**config.mk**
```make
export PLATFORM = sky130hd
export DESIGN_NAME = buddy_block_allocator_unit_flat
export DESIGN_NICKNAME = d
export VERILOG_FILES = /design/src/hw/rtl/bba_pkg.sv /design/src/hw/rtl/bba_stream_if.sv /design/src/hw/rtl/bba_ram.sv /design/src/hw/rtl/buddy_block_allocator_unit.sv /design/src/flat_wrapper.sv
export VERILOG_INCLUDE_DIRS = /design/src /design/src/hw/rtl
export SDC_FILE = /design/constraint.sdc
export NUM_CORES = 1
export LEC_CHECK = 0
export BUFFER_PORTS_ARGS = -buffer_cell sky130_fd_sc_hd__buf_4
export CAP_MARGIN = 30
export CORE_MARGIN = 4
export CORE_UTILIZATION = 60
export CTS_BUF_LIST = sky130_fd_sc_hd__clkbuf_8 sky130_fd_sc_hd__clkbuf_16
export CTS_CLUSTER_DIAMETER = 50
export DETAILED_ROUTE_END_ITERATION = 12
export MAX_ROUTING_LAYER = met4
export PLACE_DENSITY = 0.78
export SYNTH_ARGS = -nofsm -noshare
export SYNTH_HDL_FRONTEND = slang
export SYNTH_SLANG_ARGS = --single-unit
```
**constraint.sdc**
```tcl
create_clock -name clk -period 16.3 [get_ports clk]
set_input_delay 4.89 -clock clk [delete_from_list [all_inputs] [get_ports clk]]
set_output_delay 4.89 -clock clk [all_outputs]
set_load 0.01 [all_outputs]
```
**src/hw/rtl/buddy_block_allocator_unit_assert.svh**
```systemverilog
// ----------------------------------------------------------------------------
// Buddy allocator assertion macros
// Short forms for the concurrent checks used in the allocator RTL.
// ----------------------------------------------------------------------------
`ifndef BUDDY_BLOCK_ALLOCATOR_UNIT_ASSERT_SVH
`define BUDDY_BLOCK_ALLOCATOR_UNIT_ASSERT_SVH

// Check that is switched off while the reset is asserted.
`define BBA_ASSERT(label, clk_s, rst_s, prop, msg) \
	label: assert property (@(posedge clk_s) disable iff (!rst_s) prop) \
		else $error(msg);

// Check that holds at every edge, including during reset.
`define BBA_ASSERT_ALWAYS(label, clk_s, prop, msg) \
	label: assert property (@(posedge clk_s) prop) else $error(msg);

`endif

```
**src/hw/rtl/bba_pkg.sv**
```systemverilog
// ----------------------------------------------------------------------------
// Buddy allocator package
// Shared constants, codes and beat payload types of the buddy allocator.
// ----------------------------------------------------------------------------
package bba_pkg;

	localparam int MAX_ORDER_DEF       = 7;
	localparam int MIN_BLOCK_BYTES_DEF = 32;

	localparam logic [1:0] NODE_UNUSED = 2'd0;
	localparam logic [1:0] NODE_FREE   = 2'd1;
	localparam logic [1:0] NODE_SPLIT  = 2'd2;
	localparam logic [1:0] NODE_ALLOC  = 2'd3;

	localparam logic [1:0] STAT_OK        = 2'd0;
	localparam logic [1:0] STAT_BAD_SIZE  = 2'd1;
	localparam logic [1:0] STAT_NO_ROOM   = 2'd2;
	localparam logic [1:0] STAT_NOT_FOUND = 2'd3;

	typedef struct packed {
		logic        mode;
		logic [12:0] req_size;
		logic [11:0] block_offset;
	} req_t;

	typedef struct packed {
		logic        ok;
		logic [1:0]  status;
		logic [11:0] result_offset;
		logic [12:0] block_bytes;
	} rsp_t;

endpackage

```
**src/hw/rtl/bba_stream_if.sv**
```systemverilog
// ----------------------------------------------------------------------------
// Buddy allocator stream interface
// Valid and ready handshake channel carrying one payload per beat.
// ----------------------------------------------------------------------------
interface bba_stream_if #(
	parameter type payload_t = logic
) ();
	logic     valid;
	logic     ready;
	payload_t payload;

	modport source (output valid, output payload, input ready);
	modport sink (input valid, input payload, output ready);
endinterface

```
**src/hw/rtl/bba_ram.sv**
```systemverilog
// ----------------------------------------------------------------------------
// Buddy allocator RAM
// Generic memory with one write port and one registered read port.
// ----------------------------------------------------------------------------
module bba_ram #(
	parameter int WIDTH = 2,
	parameter int DEPTH = 255
) (
	input  logic                     clk,
	input  logic                     we,
	input  logic [$clog2(DEPTH)-1:0] waddr,
	input  logic [WIDTH-1:0]         wdata,
	input  logic [$clog2(DEPTH)-1:0] raddr,
	output logic [WIDTH-1:0]         rdata
);
	logic [WIDTH-1:0] mem [DEPTH];

	always_ff @(posedge clk) begin
		if (we) begin
			mem[waddr] <= wdata;
		end
		rdata <= mem[raddr];
	end
endmodule

```
**src/hw/rtl/buddy_block_allocator_unit.sv**
```systemverilog
// ----------------------------------------------------------------------------
// Buddy block allocator
// Binary buddy allocator that keeps its heap as a tree of node states in RAM.
// ----------------------------------------------------------------------------
// One request beat is taken at a time, and the result beat is held until it is
// taken. Every node access goes through the single port pair of the node RAM,
// so cost follows the tree walk. An allocate reads each node visited by the
// leftmost search, steps across to a sibling or back up to a parent, then
// splits each level below the free block it takes and marks the block. A
// free reads each level on the way down, then clears each free buddy pair
// and marks their parent free, and ends with a last buddy check. After reset
// a clearing pass writes all 2^(MAX_ORDER+1)-1 nodes, 255 by default, before
// the first request is taken.
`include "buddy_block_allocator_unit_assert.svh"

module buddy_block_allocator_unit #(
	parameter int MAX_ORDER       = bba_pkg::MAX_ORDER_DEF,
	parameter int MIN_BLOCK_BYTES = bba_pkg::MIN_BLOCK_BYTES_DEF
) (
	input  logic          clk,
	input  logic          arst_n,
	bba_stream_if.sink    req,
	bba_stream_if.source  rsp
);
	import bba_pkg::*;

	localparam int NODE_COUNT = (1 << (MAX_ORDER + 1)) - 1;
	localparam int NODE_W     = $clog2(NODE_COUNT);
	localparam int DEP_W      = $clog2(MAX_ORDER + 1);
	localparam int HEAP_BYTES = MIN_BLOCK_BYTES * (1 << MAX_ORDER);
	localparam int OFF_W      = $clog2(HEAP_BYTES + 1);
	localparam int CMP_W      = ((OFF_W > 13) ? OFF_W : 13) + 1;

	localparam logic [3:0] S_CLR   = 4'd0;
	localparam logic [3:0] S_IDLE  = 4'd1;
	localparam logic [3:0] S_RD    = 4'd2;
	localparam logic [3:0] S_EV    = 4'd3;
	localparam logic [3:0] S_BACK  = 4'd4;
	localparam logic [3:0] S_TAKE  = 4'd5;
	localparam logic [3:0] S_TAKE2 = 4'd6;
	localparam logic [3:0] S_MRD   = 4'd7;
	localparam logic [3:0] S_MEV   = 4'd8;
	localparam logic [3:0] S_MW2   = 4'd9;
	localparam logic [3:0] S_MW3   = 4'd10;
	localparam logic [3:0] S_DONE  = 4'd11;

	logic [3:0]        state_q;
	logic              mode_q;
	logic [11:0]       offset_q;
	logic [NODE_W-1:0] node_q;
	logic [NODE_W-1:0] clr_q;
	logic [DEP_W-1:0]  dep_q;
	logic [DEP_W-1:0]  tgt_q;
	logic [OFF_W-1:0]  off_q;
	logic [OFF_W-1:0]  sz_q;
	logic [1:0]        rsp_status_q;
	logic [OFF_W-1:0]  rsp_off_q;
	logic [OFF_W-1:0]  rsp_bytes_q;

	logic              we;
	logic [NODE_W-1:0] waddr;
	logic [1:0]        wdata;
	logic [NODE_W-1:0] raddr;
	logic [1:0]        rdata;

	logic [NODE_W-1:0] child_l;
	logic [NODE_W-1:0] parent;
	logic [NODE_W-1:0] buddy;
	logic [DEP_W-1:0]  ord_d;
	logic              ord_fnd;
	logic [CMP_W-1:0]  size_ext;
	logic [CMP_W-1:0]  offset_ext;
	logic [CMP_W-1:0]  mid_ext;
	logic [OFF_W-1:0]  half;

	assign child_l    = {node_q[NODE_W-2:0], 1'b1};
	assign parent     = (node_q - NODE_W'(1)) >> 1;
	assign buddy      = node_q[0] ? (node_q + NODE_W'(1)) : (node_q - NODE_W'(1));
	assign half       = sz_q >> 1;
	assign size_ext   = CMP_W'(req.payload.req_size);
	assign offset_ext = CMP_W'(offset_q);
	assign mid_ext    = CMP_W'(off_q) + CMP_W'(half);

	always_comb begin
		ord_d   = '0;
		ord_fnd = 1'b0;
		for (int i = MAX_ORDER; i >= 0; i--) begin
			if (size_ext < (CMP_W'(MIN_BLOCK_BYTES) << i)) begin
				ord_d   = DEP_W'(i);
				ord_fnd = 1'b1;
			end
		end
	end

	always_comb begin
		we    = 1'b0;
		waddr = node_q;
		wdata = NODE_UNUSED;
		raddr = node_q;
		unique case (state_q)
			S_CLR: begin
				we    = 1'b1;
				waddr = clr_q;
				wdata = (clr_q == '0) ? NODE_FREE : NODE_UNUSED;
			end
			S_EV: begin
				if (mode_q && rdata == NODE_ALLOC && CMP_W'(off_q) == offset_ext) begin
					we    = 1'b1;
					wdata = NODE_FREE;
				end
			end
			S_TAKE: begin
				we    = 1'b1;
				wdata = (dep_q == tgt_q) ? NODE_ALLOC : NODE_SPLIT;
			end
			S_TAKE2: begin
				we    = 1'b1;
				waddr = child_l + NODE_W'(1);
				wdata = NODE_FREE;
			end
			S_MRD: begin
				raddr = buddy;
			end
			S_MEV: begin
				we    = (rdata == NODE_FREE);
				wdata = NODE_UNUSED;
			end
			S_MW2: begin
				we    = 1'b1;
				waddr = buddy;
				wdata = NODE_UNUSED;
			end
			S_MW3: begin
				we    = 1'b1;
				waddr = parent;
				wdata = NODE_FREE;
			end
			default: begin
				we = 1'b0;
			end
		endcase
	end

	bba_ram #(
		.WIDTH(2),
		.DEPTH(NODE_COUNT)
	) u_node_ram (
		.clk  (clk),
		.we   (we),
		.waddr(waddr),
		.wdata(wdata),
		.raddr(raddr),
		.rdata(rdata)
	);

	always_ff @(posedge clk or negedge arst_n) begin
		if (!arst_n) begin
			state_q <= S_CLR;
			clr_q   <= '0;
		end else begin
			unique case (state_q)
				S_CLR: begin
					clr_q <= clr_q + NODE_W'(1);
					if (clr_q == NODE_W'(NODE_COUNT - 1)) begin
						state_q <= S_IDLE;
					end
				end
				S_IDLE: begin
					if (req.valid) begin
						state_q <= S_RD;
						if (!req.payload.mode && (req.payload.req_size == '0 || !ord_fnd)) begin
							state_q <= S_DONE;
						end
					end
				end
				S_RD: begin
					state_q <= S_EV;
				end
				S_EV: begin
					if (mode_q) begin
						if (rdata == NODE_ALLOC && CMP_W'(off_q) == offset_ext) begin
							state_q <= S_MRD;
						end else if (rdata == NODE_SPLIT && dep_q != tgt_q) begin
							state_q <= S_RD;
						end else begin
							state_q <= S_DONE;
						end
					end else if (rdata == NODE_FREE) begin
						state_q <= S_TAKE;
					end else if (rdata == NODE_SPLIT && dep_q != tgt_q) begin
						state_q <= S_RD;
					end else begin
						state_q <= S_BACK;
					end
				end
				S_BACK: begin
					if (node_q == '0) begin
						state_q <= S_DONE;
					end else if (node_q[0]) begin
						state_q <= S_RD;
					end
				end
				S_TAKE: begin
					state_q <= (dep_q == tgt_q) ? S_DONE : S_TAKE2;
				end
				S_TAKE2: begin
					state_q <= S_TAKE;
				end
				S_MRD: begin
					state_q <= (node_q == '0) ? S_DONE : S_MEV;
				end
				S_MEV: begin
					state_q <= (rdata == NODE_FREE) ? S_MW2 : S_DONE;
				end
				S_MW2: begin
					state_q <= S_MW3;
				end
				S_MW3: begin
					state_q <= S_MRD;
				end
				S_DONE: begin
					if (rsp.ready) begin
						state_q <= S_IDLE;
					end
				end
				default: begin
					state_q <= S_IDLE;
				end
			endcase
		end
	end

	always_ff @(posedge clk) begin
		unique case (state_q)
			S_IDLE: begin
				mode_q       <= req.payload.mode;
				offset_q     <= req.payload.block_offset;
				node_q       <= '0;
				dep_q        <= '0;
				off_q        <= '0;
				sz_q         <= OFF_W'(HEAP_BYTES);
				tgt_q        <= req.payload.mode ? DEP_W'(MAX_ORDER) : DEP_W'(MAX_ORDER) - ord_d;
				rsp_status_q <= STAT_BAD_SIZE;
				rsp_off_q    <= '0;
				rsp_bytes_q  <= '0;
			end
			S_EV: begin
				if (mode_q) begin
					if (rdata == NODE_ALLOC && CMP_W'(off_q) == offset_ext) begin
						rsp_status_q <= STAT_OK;
						rsp_off_q    <= off_q;
						rsp_bytes_q  <= sz_q;
					end else if (rdata == NODE_SPLIT && dep_q != tgt_q) begin
						if (offset_ext >= mid_ext) begin
							node_q <= child_l + NODE_W'(1);
							off_q  <= off_q + half;
						end else begin
							node_q <= child_l;
						end
						sz_q  <= half;
						dep_q <= dep_q + DEP_W'(1);
					end else begin
						rsp_status_q <= STAT_NOT_FOUND;
					end
				end else if (rdata == NODE_SPLIT && dep_q != tgt_q) begin
					node_q <= child_l;
					sz_q   <= half;
					dep_q  <= dep_q + DEP_W'(1);
				end
			end
			S_BACK: begin
				if (node_q == '0) begin
					rsp_status_q <= STAT_NO_ROOM;
				end else if (node_q[0]) begin
					node_q <= node_q + NODE_W'(1);
					off_q  <= off_q + sz_q;
				end else begin
					node_q <= parent;
					off_q  <= off_q - sz_q;
					sz_q   <= sz_q << 1;
					dep_q  <= dep_q - DEP_W'(1);
				end
			end
			S_TAKE: begin
				if (dep_q == tgt_q) begin
					rsp_status_q <= STAT_OK;
					rsp_off_q    <= off_q;
					rsp_bytes_q  <= sz_q;
				end
			end
			S_TAKE2: begin
				node_q <= child_l;
				sz_q   <= half;
				dep_q  <= dep_q + DEP_W'(1);
			end
			S_MW3: begin
				node_q <= parent;
			end
			default: begin
				node_q <= node_q;
			end
		endcase
	end

	assign req.ready                  = (state_q == S_IDLE);
	assign rsp.valid                  = (state_q == S_DONE);
	assign rsp.payload.ok             = (rsp_status_q == STAT_OK);
	assign rsp.payload.status         = rsp_status_q;
	assign rsp.payload.result_offset  = 12'(rsp_off_q);
	assign rsp.payload.block_bytes    = 13'(rsp_bytes_q);

	`BBA_ASSERT_ALWAYS(a_clear_blocks_req, clk, (state_q == S_CLR) |-> !req.ready, "request taken during clearing pass")
	`BBA_ASSERT(a_accept_leaves_idle, clk, arst_n, (req.valid && req.ready) |=> (state_q != S_IDLE), "accepted beat left the block idle")
	`BBA_ASSERT(a_fail_is_zero, clk, arst_n, (rsp.valid && rsp_status_q != STAT_OK) |-> (rsp_off_q == '0 && rsp_bytes_q == '0), "failed result carries nonzero data")
	`BBA_ASSERT(a_depth_bound, clk, arst_n, (state_q != S_IDLE && state_q != S_CLR && state_q != S_DONE) |-> (dep_q <= tgt_q), "tree walk went below the target depth")

endmodule

```
**src/flat_wrapper.sv**
```systemverilog
// flat-port wrapper written by rule: the top's interface ports become plain ports
module buddy_block_allocator_unit_flat import bba_pkg::*;
#(
	parameter int MAX_ORDER       = bba_pkg::MAX_ORDER_DEF,
	parameter int MIN_BLOCK_BYTES = bba_pkg::MIN_BLOCK_BYTES_DEF
)
  (clk, arst_n, req_valid, req_payload, req_ready, rsp_valid, rsp_payload, rsp_ready);
  bba_stream_if #(.payload_t(req_t)) req_i ();
  bba_stream_if #(.payload_t(rsp_t)) rsp_i ();
  input  logic clk;
  input  logic arst_n;
  input wire logic [$bits(req_i.valid)-1:0] req_valid;
  input wire logic [$bits(req_i.payload)-1:0] req_payload;
  output wire logic [$bits(req_i.ready)-1:0] req_ready;
  output wire logic [$bits(rsp_i.valid)-1:0] rsp_valid;
  output wire logic [$bits(rsp_i.payload)-1:0] rsp_payload;
  input wire logic [$bits(rsp_i.ready)-1:0] rsp_ready;
  assign req_i.valid = req_valid;
  assign req_i.payload = req_payload;
  assign req_ready = req_i.ready;
  assign rsp_valid = rsp_i.valid;
  assign rsp_payload = rsp_i.payload;
  assign rsp_i.ready = rsp_ready;
  buddy_block_allocator_unit #(.MAX_ORDER(MAX_ORDER), .MIN_BLOCK_BYTES(MIN_BLOCK_BYTES)) u_core (.clk(clk), .arst_n(arst_n), .req(req_i), .rsp(rsp_i));
endmodule
```
# Word-level counts from Yosys, hierarchy flattened
# Memory sizes are Yosys's and may differ from the RTL's. A register that Yosys moved wholly into a read port is not among the register bits.
# Index checks and enable logic that the tools add are counted.
[classes]
n_addsub = 11
magnitude_cmp = 9
n_eq_ne = 35
n_mux = 83
reduce_logical = 26
[op_table]
columns = ["operator", "count"]
rows = [
  ["13-bit 2-to-1 mux", 14],
  ["13-bit case mux with 3 select lines", 2],
  ["8-bit 2-to-1 mux", 9],
  ["13-bit case mux with 4 select lines", 1],
  ["4-bit case mux with 12 select lines", 1],
  ["4-bit 2-to-1 mux", 11],
  ["3-bit 2-to-1 mux", 14],
  ["8-bit case mux with 5 select lines", 1],
  ["12-bit 2-to-1 mux", 3],
  ["12-bit case mux with 3 select lines", 1],
  ["8-bit case mux with 4 select lines", 1],
  ["8-bit by 1-bit adder with 8-bit output (second input constant)", 3],
  ["4-bit by 3-bit equality test with 1-bit output (second input constant)", 4],
  ["4-bit equality test (second input constant)", 4],
  ["8-bit logical NOT", 2],
  ["2-bit by 1-bit != test with 1-bit output (second input constant)", 8],
  ["2-bit case mux with 4 select lines", 2],
  ["13-bit by 12-bit adder with 14-bit output", 1],
  ["12-bit by 14-bit greater-or-equal comparator with 1-bit output", 1],
  ["1-bit 2-to-1 mux", 14],
  ["2-bit 2-to-1 mux", 7],
  ["13-bit by 12-bit adder with 13-bit output", 1],
  ["13-bit adder", 1],
  ["13-bit by 12-bit equality test with 1-bit output", 1],
  ["other kinds (40)", 57],
]
[totals]
register_bits = 92
mem_bits_rw = 510
inputBits = 30
word_cells = 177
mem_count = 1
[memory_table]
columns = ["name", "words", "width", "read_ports", "rd_clocked_by_memory_dff", "write_ports", "line_no", "source"]
rows = [
  ["u_core.u_node_ram.mem", 255, 2, 1, 1, 1, "bba_ram.sv:16", "logic [WIDTH-1:0] mem [DEPTH];"],
]

# Longest topological paths before layout
# Gate-level depths: netlist of the first run.
[depth]
word_depth = 15
depth_mapped = 17
depth_no_buf = 16

# Modules after synthesis
# Synthesis of the first run repeated with hierarchy kept, for this count alone.
[hier_totals]
hier_cells = 2076
hier_area_um2 = 28354.7
[modules_own_cells]
columns = ["module", "instances", "cells_each", "area_per_inst_um2"]
rows = [
  ["bba_ram", 1, 1293, 21250.4],
  ["buddy_block_allocator_unit", 1, 783, 7104.3],
]

# Worst setup path after synthesis of the first run
# Ideal clock, no wire load.
[synth_timing]
kind = "register to register"
startpoint = "register u_core.state_q[3]"
endpoint = "register u_core.rsp_bytes_q[10] (data pin)"
setup_time_ps = 141
arrival_time_ps = 8076
t_required_ps = 16159
slack_ps = 8082
path_stages_with_launch = 7
path_buffers = 2
period_less_slack_ps = 8218
path_cell_list = "dfrtp_1 buf_2 nand2b_1 nor2_1 nor2_1 clkbuf_1 nor2b_1"
[synth_between]
elab_chain_len = 2
word_cells_on_any_way = 4
[synth_rtl]
columns = ["item", "line_no", "source"]
rows = [
  ["from (decl)", "buddy_block_allocator_unit.sv:47", "logic [3:0] state_q;"],
  ["from (signal assigned)", "buddy_block_allocator_unit.sv:204", "state_q <= (dep_q == tgt_q) ? S_DONE : S_TAKE2;"],
  ["from (signal assigned)", "buddy_block_allocator_unit.sv:210", "state_q <= (node_q == '0) ? S_DONE : S_MEV;"],
  ["from (signal assigned)", "buddy_block_allocator_unit.sv:213", "state_q <= (rdata == NODE_FREE) ? S_MW2 : S_DONE;"],
  ["4-bit by 3-bit equality test with 1-bit output, or another cell as far along", "buddy_block_allocator_unit.sv:234", "unique case (state_q)"],
  ["13-bit case mux with 3 select lines (*)", "buddy_block_allocator_unit.sv:234", ""],
  ["to (signal assigned)", "buddy_block_allocator_unit.sv:252", "rsp_bytes_q <= sz_q;"],
  ["to (signal assigned)", "buddy_block_allocator_unit.sv:288", "rsp_bytes_q <= sz_q;"],
  ["to (decl)", "buddy_block_allocator_unit.sv:58", "logic [OFF_W-1:0] rsp_bytes_q;"],
]
# Every way passes the cells marked *; elsewhere a longest branch is shown, timed or not.
# A chain may end at the register's enable or synchronous reset.

# Final worst setup path of the first run
[layout_timing]
startpoint = "register u_core.state_q[0]"
endpoint = "output port req_ready"
[layout_between]
elab_chain_len = 1
[layout_rtl]
columns = ["item", "line_no", "source"]
rows = [
  ["4-bit by 1-bit equality test with 1-bit output", "buddy_block_allocator_unit.sv:305", "assign req.ready = (state_q == S_IDLE);"],
  ["to (decl)", "flat_wrapper.sv:14", "output wire logic [$bits(req_i.ready)-1:0] req_ready;"],
]
# No other way between the ends.

==> impl_metrics.py, run 1 <==
metrics = {
    "outcome": {
        "status": "finished, final reports clean",
    },
    "setup_path": {
        "crit_path_end_kind": "output port",
        "crit_fanout": 22,
        "worstRegToRegCells": 13,
        "cp.required_ps": 11410,
        "r2r_end": "u_core.u_node_ram.rdata[0]$_DFF_P_",
        "rr_startpoint": "u_core.node_q[0]$_DFFE_PP_",
        "start_kind": "register",
        "arrival_ps": 2300,
        "r2r_slack_ps": 10990,
        "path_class": "reg -> out",
    },
    "sta": {
        "hold_viol": 0,
        "hold_ws_ps": 534,
        "period_needed_ps": 7190,
        "fin_setup_tns_ps": 0,
        "maxSlewHeadroom_pct": 28.5,
        "setup_violations": 0,
        "fmax_ghz": 0.139,
        "finClkSkew_ps": 29.0,
        "rsz0062_at_grt": "no",
        "post-route-period-util_pct": 44.1,
        "slew_viol_final": 0,
        "worst_slew_pin_slew_ps": 1070,
    },
    "min_path": {
        "whs_path_depth": 1,
        "min_to": "u_core.clr_q[7]$_DFFE_PN0P_",
        "worstHoldStart": "u_core.clr_q[7]$_DFFE_PN0P_",
        "hp-class": "reg -> reg",
    },
    "drt": {
        "drc": 0,
        "ant_nets": 0,
        "vias": 17508,
        "routed_wl_um": 67000,
        "drtIter0Drc": 2234,
        "dr.pass1.iters": 8,
        "post_drt_wl_per_cell_um": 25.3,
        "via_per_inst": 6.60,
    },
    "grt": {
        "first_global_vias": 17664,
        "grt_max_degree": 115,
        "grt_usage_pct": 27.9,
        "antenna_found_initial": 0,
        "grt_pass1_wl_um": 104000,
        "grt_overflow": 0,
    },
    "synthesis": {
        "yosys.area.top_type": "edfxtp_1",
        "yosys-top-cells-area": "edfxtp_1 63%, mux4_2 9.2%, nor2_1 4.7%",
        "postSynth.asyncResetShare_pct": 1.99,
        "syn_inst": 1950,
        "synth_area_um2": 27900,
        "synth_most_common_cell": "edfxtp_1",
        "ys_types": 87,
        "seq_area_frac_synth_pct": 64.7,
        "synthTopCellsByCount": "590 x edfxtp_1, 349 x nor2_1, 118 x nand2_1",
        "synth_top_area_share_pct": 63.5,
        "syn_avg_cell_area_um2": 14.3,
        "synthesis.nets": 2025,
        "synth_edf_count": 590,
        "yosys_warnings": 0,
        "synthFlopType": "edfxtp_1",
        "ys_ff_latch": 604,
    },
    "clock_tree": {
        "cts_resized": 0,
        "cts_hold_buf": 0,
        "clock_path_buffers": 3,
        "clk_pin_slew_ps": 50,
        "cts_max_level": 3,
        "cts_setup_buffers": 0,
        "cts_made_buffers": 68,
        "cts_tree": "done",
        "clkSinkCount": 604,
        "insertion_delay_ps": 610,
        "cts-root-buf": "clkbuf_16",
    },
    "floorplanning": {
        "dieWidth_um": 224,
        "num_rows": 78,
        "io_pins": 60,
        "core_area_um2": 45700,
        "die_h_um": 224,
        "start_util_pct": 61.1,
        "fp.dieArea_um2": 50000,
    },
    "power": {
        "power_density_nw_per_um2": 202,
        "peakVddDrop_v": 0.000154,
        "power_leakage_uw": 0.0105,
    },
    "final_layout": {
        "regArea_um2": 18100,
        "syn2layout_area_growth_pct": 11.9,
        "multi_input_area_um2": 9190,
        "num-fill-cells": 3087,
        "antenna_cells": 0,
        "nets": 2083,
        "drive_gt1_share_pct": 17.6,
    },
    "placement": {
        "dpl.hpwl_um": 41100,
        "portBuffers": 59,
        "place_congestion": 0.938,
    },
    "job": {
        "max_cap_viol_count": 0,
    },
}
-- state kept, by name, indices dropped and copies added, names as in the netlist --
signal	cells
u_core.rsp_status_q	2
u_core.dep_q	3
u_core.sz_q	13
u_core.rsp_bytes_q	13
u_core.state_q	4
u_core.clr_q	8
u_core.u_node_ram.mem	510
u_core.u_node_ram.rdata	2
u_core.mode_q	1
u_core.offset_q	12
u_core.node_q	8
u_core.rsp_off_q	12
u_core.tgt_q	3
u_core.off_q	13
-- layout by cell type, fill, tap and decap left out, drive strengths merged, types with 11 or more instances in the layout --
| cell type | instances |
|---|---|
| edfxtp | 590 |
| nor2 | 352 |
| nand2 | 130 |
| mux4 | 114 |
| buf | 106 |
| clkbuf | 72 |
| o21ai | 71 |
| xnor2 | 55 |
| a21oi | 47 |
| ha | 42 |
| inv | 40 |
| mux2i | 36 |
| nor2b | 33 |
| nor3 | 33 |
| xor2 | 25 |
| a22oi | 24 |
| a22o | 21 |
| clkinv | 21 |
| nand3 | 20 |
| nand2b | 14 |
| nand4 | 14 |
| dfrtp | 12 |
| a211oi | 12 |
| a221oi | 11 |
| and2 | 11 |
-- area by class of cell --
class | instances | share of cell area, %
clock buffers | 72 | 5.66
clock inverters | 44 | 1.30
inverters | 22 | 0.265
multi-input cells | 1206 | 29.4
flip-flops and latches | 604 | 57.8
well taps | 600 | 2.40
repair buffers | 106 | 3.11
-- metal layers --
layer  share of wire (%)  wire [um]  up-vias  global-route usage (%)
met5                   0          0        -                       -
met1                  37      25100     8766                    36.7
met3                 9.9       6640      193                    5.50
met4                 3.9       2610        0                    10.6
met2                  49      32700      987                    43.9
li1                    -          -     7562                       -
-- logic make-up (layout without fill, tap and decap cells) --
family	after synthesis	count (layout)	share of synthesized area (%)
AND/OR/NAND/NOR	654	654	10.6
flip-flops	604	604	64.7
AO/OA/AOI/OAI	276	276	6.73
multiplexers	151	151	10.5
buffers and inverters	140	244	2.58
XOR/XNOR	80	80	2.74
adder cells (fa/ha/maj)	45	45	2.10
-- worst max-delay path: stages (launching register included) --
cell	delay (ps)
dfrtp_1	780
nand2b_1	330
nor2_1	160
buf_4	260
buf_4	170
-- power breakdown --
group	internal [uW]	switching, uW	leakage, uW
clock network	869	615	0.00111
registers	1980	199	0.00562
logic	1000	1630	0.00379
total	3850	2440	0.0105
-- metrics by stage --
stage               utilization, %  setup slack [ps]  total power, uW  instance area, um2  instances
detailed placement            63.5              9680             4790               29000       2537
floorplan                        -              8080             4020               27900       1950
global route                  68.4              8970             6610               31200       2654
finish                        68.4              9110             6300               31200       2654
global placement              63.1              9800             4690               28800       2527
CTS                           68.3              9110             6300               31200       2653
-- worst max-delay path by stage --
| stage | start | end | slack, ps | cells after the start |
|---|---|---|---|---|
| finish | u_core.state_q[0]$_DFFE_PN0P_ | req_ready | 9110 | 4 |
| floorplan | u_core.state_q[3]$_DFFE_PN0P_ | u_core.rsp_bytes_q[10]$_SDFFCE_PN0P_ | 8080 | 6 |
| global placement | req_payload[21] | u_core.state_q[3]$_DFFE_PN0P_ | 9800 | 9 |
| global route | u_core.state_q[0]$_DFFE_PN0P_ | req_ready | 8970 | 4 |
| CTS | u_core.state_q[0]$_DFFE_PN0P_ | req_ready | 9110 | 4 |
| detailed placement | req_payload[21] | u_core.state_q[0]$_DFFE_PN0P_ | 9680 | 7 |
No activity file was read; power rests on OpenSTA's default activity.
==> inputs of run 2 (changes only) <==
--- a/config.mk
+++ b/config.mk
@@ -9,12 +9,12 @@
 export BUFFER_PORTS_ARGS = -buffer_cell sky130_fd_sc_hd__buf_4
 export CAP_MARGIN = 30
 export CORE_MARGIN = 4
-export CORE_UTILIZATION = 60
+export CORE_UTILIZATION = 57
 export CTS_BUF_LIST = sky130_fd_sc_hd__clkbuf_8 sky130_fd_sc_hd__clkbuf_16
 export CTS_CLUSTER_DIAMETER = 50
 export DETAILED_ROUTE_END_ITERATION = 12
 export MAX_ROUTING_LAYER = met4
-export PLACE_DENSITY = 0.78
+export PLACE_DENSITY = 0.77
 export SYNTH_ARGS = -nofsm -noshare
 export SYNTH_HDL_FRONTEND = slang
 export SYNTH_SLANG_ARGS = --single-unit
==> constraint.sdc (replaced) <==
create_clock -name clk -period 6.1 [get_ports clk]
set_input_delay 1.83 -clock clk [delete_from_list [all_inputs] [get_ports clk]]
set_output_delay 1.83 -clock clk [all_outputs]
set_load 0.01 [all_outputs]
==> run 2 against run 1 <==
  * Core utilization shrank 3.0 points
  * Routed wire length fell by 0.80%
  * Highest routed layer unchanged
  * Sequential cell count is the same
==> impl_metrics.py, run 2 (synthesis results as in run 1) <==
metrics = {
    "floorplanning": {
        "num_rows": 80,
        "dieWidth_um": 229,
        "core_area_um2": 48000,
        "die_h_um": 229,
        "io_pins": 60,
        "fp.dieArea_um2": 52600,
        "start_util_pct": 58.1,
    },
    "setup_path": {
        "crit_fanout": 12,
        "slowest_delay_ps": 650,
        "arrival_ps": 5110,
        "crit_path_end_kind": "register",
        "path_class": "reg -> reg",
        "cp.required_ps": 6440,
        "r2r_slack_ps": 1330,
        "path_buf_inv": 0,
        "cp_slowest_cell": "nor2_1",
        "cpLargestDelayFamily": "compound AO/OA/AOI/OAI gates",
        "start_kind": "register",
        "path_cells": "ha_1 > fa_1 > a21oi_1 > o21ai_0 > a2111oi_0 > nor2_1 > a21o_1 > a21oi_1 > xor2_1 > ha_1 > nor3_1 > o211ai_1 > o221ai_1 > nor2_1 > o21ai_0 > a221o_1",
    },
    "clock_tree": {
        "cts_setup_buffers": 0,
        "cts_tree": "done",
        "clock_path_buffers": 3,
        "clkSinkCount": 604,
        "cts-root-buf": "clkbuf_16",
        "cts_max_level": 3,
        "clk_pin_slew_ps": 50,
        "cts_resized": 0,
        "cts_made_buffers": 68,
        "cts_hold_buf": 0,
        "insertion_delay_ps": 610,
    },
    "power": {
        "peakVddDrop_v": 0.000425,
        "p_comb_share_pct": 42.1,
        "power_uw": 16700,
        "power_switching_uw": 6430,
        "power_leakage_uw": 0.0106,
        "p_clk_share_pct": 23.0,
        "power_density_nw_per_um2": 533,
        "swShare_pct": 38.4,
        "seqPwrFrac_pct": 34.9,
        "p_int_uw": 10300,
    },
    "final_layout": {
        "multi_input_area_um2": 9190,
        "num-fill-cells": 3316,
        "regArea_um2": 18100,
        "fin_cells": 2685,
        "largest-register": "u_core.u_node_ram.mem",
        "mostFrequentLayoutCells": "590 x edfxtp_1, 346 x nor2_1, 117 x nand2_1",
        "drive_gt1_share_pct": 17.9,
        "utilization_pct": 65.4,
        "final_common_cell": "edfxtp_1",
        "largest_reg_flops": 510,
        "antenna_cells": 0,
        "nets": 2094,
        "syn2layout_area_growth_pct": 12.5,
    },
    "grt": {
        "grt_usage_pct": 25.9,
        "first_global_vias": 17274,
        "antenna_found_initial": 0,
        "grt_max_degree": 112,
        "grt_pass1_wl_um": 102000,
        "grt_overflow": 0,
    },
    "sta": {
        "fmax_ghz": 0.210,
        "slew_viol_final": 0,
        "post-route-period-util_pct": 78.1,
        "worst_slew_pin_slew_ps": 934,
        "finClkSkew_ps": 29.8,
        "rsz0062_at_grt": "no",
        "hold_ws_ps": 547,
        "maxSlewHeadroom_pct": 36.4,
        "period_needed_ps": 4770,
        "hold_viol": 0,
        "setup_violations": 0,
        "fin_setup_tns_ps": 0,
    },
    "job": {
        "max_cap_viol_count": 0,
    },
    "drt": {
        "drc": 0,
        "via_per_inst": 6.49,
        "post_drt_wl_per_cell_um": 24.8,
        "drtIter0Drc": 2282,
        "vias": 17426,
        "ant_nets": 0,
        "routed_wl_um": 66500,
        "dr.pass1.iters": 5,
    },
    "placement": {
        "place_congestion": 0.901,
        "dpl.hpwl_um": 43200,
        "place_inst": 2562,
        "portBuffers": 59,
    },
    "min_path": {
        "hp-class": "reg -> reg",
    },
    "outcome": {
        "status": "finished, final reports clean",
    },
}
[run 2: power by group through the flow]
| stage | clock network, uW | registers (uW) | logic, uW |
|---|---|---|---|
| 2_1_floorplan | 0 | 5670 | 5060 |
| 3_3_place_gp | 0 | 5900 | 6560 |
| 3_5_place_dp | 0 | 5900 | 6930 |
| 4_1_cts | 3900 | 5820 | 7000 |
| 5_1_grt | 4090 | 5890 | 7600 |
| 6_report | 3860 | 5840 | 7040 |
[run 2: worst paths after layout]
| path | start | endpoint | cells after the start |
|---|---|---|---|
| max | u_core.sz_q[1]$_DFFE_PP_ | u_core.node_q[7]$_DFFE_PP_ | 16 |
| min | u_core.clr_q[7]$_DFFE_PN0P_ | u_core.clr_q[7]$_DFFE_PN0P_ | 1 |
| max reg2reg | u_core.sz_q[1]$_DFFE_PP_ | u_core.node_q[7]$_DFFE_PP_ | 16 |
| min reg2reg | u_core.clr_q[7]$_DFFE_PN0P_ | u_core.clr_q[7]$_DFFE_PN0P_ | 1 |
| max in group asynchronous | arst_n | u_core.state_q[2]$_DFFE_PN0P_ | 1 |
| min in group asynchronous | arst_n | u_core.clr_q[1]$_DFFE_PN0P_ | 1 |
[run 2: metal layers]
metal | vias up | global-route usage (%) | share of wire (%)
li1 | 7596 | - | -
met1 | 8731 | 34.1 | 38
met2 | 932 | 41.3 | 49
met3 | 167 | 4.71 | 8.8
met4 | 0 | 9.07 | 3.9
met5 | - | - | 0
[run 2: final cells by class]
| type | instances | area share (%) |
|---|---|---|
| Clock buffer | 70 | 5.58 |
| Clock inverter | 51 | 1.17 |
| Inverter | 22 | 0.263 |
| Multi-Input combinational cell | 1206 | 29.3 |
| Sequential cell | 604 | 57.5 |
| Tap cell | 615 | 2.45 |
| Timing Repair Buffer | 117 | 3.77 |
[run 2: metrics by stage]
stage,setup slack (ps),area [um2]
floorplan,514,27900
global placement,1360,28800
detailed placement,1390,29200
CTS,1340,31400
global route,894,31400
finish,1330,31400
==> inputs of run 3 (changes only) <==
==> constraint.sdc (replaced) <==
create_clock -name clk -period 4 [get_ports clk]
set_input_delay 1.2 -clock clk [delete_from_list [all_inputs] [get_ports clk]]
set_output_delay 1.2 -clock clk [all_outputs]
set_load 0.01 [all_outputs]
==> run 3 against run 2 <==
  * Core utilization grew 1.3 points
  * Register-to-register slack lost 1300 ps
  * Critical path depth grew 2
  * Routed wire length grew 3.2%
==> impl_metrics.py, run 3 (synthesis results as in run 1) <==
metrics = {
    "outcome": {
        "status": "finished, final reports clean",
    },
    "placement": {
        "placed_area_um2": 29700,
        "post-place-ws_ps": -127,
        "place_congestion": 0.987,
        "dpl.hpwl_um": 44100,
        "portBuffers": 59,
    },
    "setup_path": {
        "cp.required_ps": 4400,
        "start_kind": "register",
        "path_cells": "ha_2 > fa_2 > a21oi_2 > o21ai_2 > a2111oi_2 > buf_4 > nor2_1 > a21o_1 > a21oi_2 > xor2_1 > ha_2 > o21a_1 > o221ai_2 > nor3_2 > nor2_2 > nor3_4 > buf_4 > buf_12",
        "path_depth": 18,
        "cpLargestDelayFamily": "compound AO/OA/AOI/OAI gates",
        "startpoint": "u_core.off_q[0]$_SDFFCE_PN0P_",
        "arrival_ps": 4330,
        "r2r_slack_ps": 70,
        "cp_slowest_cell": "edfxtp_1",
        "path_class": "reg -> reg",
        "r2r_end": "u_core.off_q[5]$_SDFFCE_PN0P_",
        "crit_fanout": 7,
        "endpoint": "u_core.off_q[5]$_SDFFCE_PN0P_",
        "rr_startpoint": "u_core.off_q[0]$_SDFFCE_PN0P_",
        "path_buf_inv": 3,
        "crit_path_end_kind": "register",
        "worstRegToRegCells": 18,
        "slowest_delay_ps": 420,
    },
    "final_layout": {
        "largest_reg_flops": 510,
        "multi_input_area_um2": 9260,
        "antenna_cells": 0,
        "mostFrequentLayoutCells": "590 x edfxtp_1, 344 x nor2_1, 165 x buf_4",
        "nets": 2157,
        "drive_gt1_share_pct": 21.4,
        "design_area_um2": 32000,
        "final_common_cell": "edfxtp_1",
        "num-fill-cells": 3219,
        "regArea_um2": 18100,
        "utilization_pct": 66.6,
        "largest-register": "u_core.u_node_ram.mem",
        "syn2layout_area_growth_pct": 14.7,
    },
    "drt": {
        "dr.pass1.iters": 6,
        "ant_nets": 0,
        "routed_wl_um": 68700,
        "via_per_inst": 6.46,
        "drtIter0Drc": 2449,
        "drc": 0,
        "vias": 17744,
        "post_drt_wl_per_cell_um": 25.0,
    },
    "grt": {
        "grt_usage_pct": 26.8,
        "grt_pass1_wl_um": 105000,
        "grt_overflow": 0,
        "grt_max_degree": 256,
        "first_global_vias": 17813,
        "antenna_found_initial": 0,
    },
    "sta": {
        "hold_viol": 0,
        "setup_ws_ps": 73.6,
        "maxSlewHeadroom_pct": 7.63,
        "fmax_ghz": 0.255,
        "period_needed_ps": 3930,
        "setup_violations": 0,
        "post-route-period-util_pct": 98.2,
        "worst_slew_pin_slew_ps": 1390,
        "slew_viol_final": 0,
        "finClkSkew_ps": 34.5,
    },
    "clock_tree": {
        "cts_made_buffers": 61,
        "insertion_delay_ps": 660,
        "clk_pin_slew_ps": 60,
        "cts_hold_buf": 0,
        "cts_tree": "done",
        "clkSinkCount": 604,
        "cts_max_level": 2,
        "clock_path_buffers": 3,
        "cts-root-buf": "clkbuf_16",
    },
    "floorplanning": {
        "io_pins": 60,
        "start_util_pct": 58.1,
        "num_rows": 80,
        "die_h_um": 229,
        "core_area_um2": 48000,
        "fp.dieArea_um2": 52600,
        "dieWidth_um": 229,
    },
    "power": {
        "power_density_nw_per_um2": 831,
        "power_uw": 26600,
        "power_leakage_uw": 0.0109,
        "peakVddDrop_v": 0.000474,
    },
    "job": {
        "max_cap_viol_count": 0,
    },
    "min_path": {
        "hp-class": "in -> async",
    },
}
## run 3: cell count changes in the layout (fill, tap and decap cells not counted), sizes merged
cell      delta
buf         +70
inv         -13
clkbuf       -9
clkinvlp     -1
bufinv       +9
clkinv       +4
## run 3: what timing repair did
| action | CTS | global route |
|---|---|---|
| gates resized for setup | 13 | 8 |
| gates cloned | 1 | 0 |
| setup buffers | 5 | 3 |
| setup endpoints to repair | 21 | 31 |
| pin swaps | 5 | 8 |
## run 3: per-stage QoR
stage	instances	setup TNS (ps)	hold WS, ps
4_1_cts	2742	0	373
3_5_place_dp	2625	-275	519
3_3_place_gp	2625	-468	506
6_report	2745	0	399
5_1_grt	2745	-729	396
2_1_floorplan	1950	0	484
## run 3: how the worst min path moves through the flow
stage | from | to | slack, ps | cells after the start
floorplan | u_core.clr_q[7]$_DFFE_PN0P_ | u_core.clr_q[7]$_DFFE_PN0P_ | 480 | 1
detailed placement | u_core.clr_q[7]$_DFFE_PN0P_ | u_core.clr_q[7]$_DFFE_PN0P_ | 520 | 1
global placement | u_core.clr_q[7]$_DFFE_PN0P_ | u_core.clr_q[7]$_DFFE_PN0P_ | 510 | 1
finish | arst_n | u_core.state_q[1]$_DFFE_PN0P_ | 400 | 1
global route | arst_n | u_core.clr_q[6]$_DFFE_PN0P_ | 400 | 1
CTS | arst_n | u_core.clr_q[2]$_DFFE_PN0P_ | 370 | 1
## run 3: final cells by class
cell class	count	area share, %
timing repair buffer	187	5.24
inverter	22	0.258
clock inverter	50	1.97
tap	615	2.40
multi-input combinational	1206	28.9
sequential	604	56.4
clock buffer	61	4.77
## run 3: report_power, final
| group | switching (uW) | internal (uW) |
|---|---|---|
| Clock | 2490 | 3580 |
| Sequential | 548 | 8090 |
| Combinational | 7110 | 4770 |
## run 3: routing by layer
layer  GRT usage [%]  vias up  wire, um
li1                -     7703         -
met1            35.0     8866     26500
met2            42.8      959     33500
met3            3.93      216      5590
met4            11.0        0      3100
met5               -        -         0
## run 3: worst register-to-register path, cell delays in order (launching register included)
cell	delay, ps
edfxtp_1	420
ha_2	230
fa_2	400
a21oi_2	170
o21ai_2	90
a2111oi_2	370
buf_4	180
nor2_1	60
a21o_1	200
a21oi_2	140
xor2_1	180
ha_2	290
o21a_1	190
o221ai_2	210
nor3_2	60
nor2_2	160
nor3_4	60
buf_4	150
buf_12	130
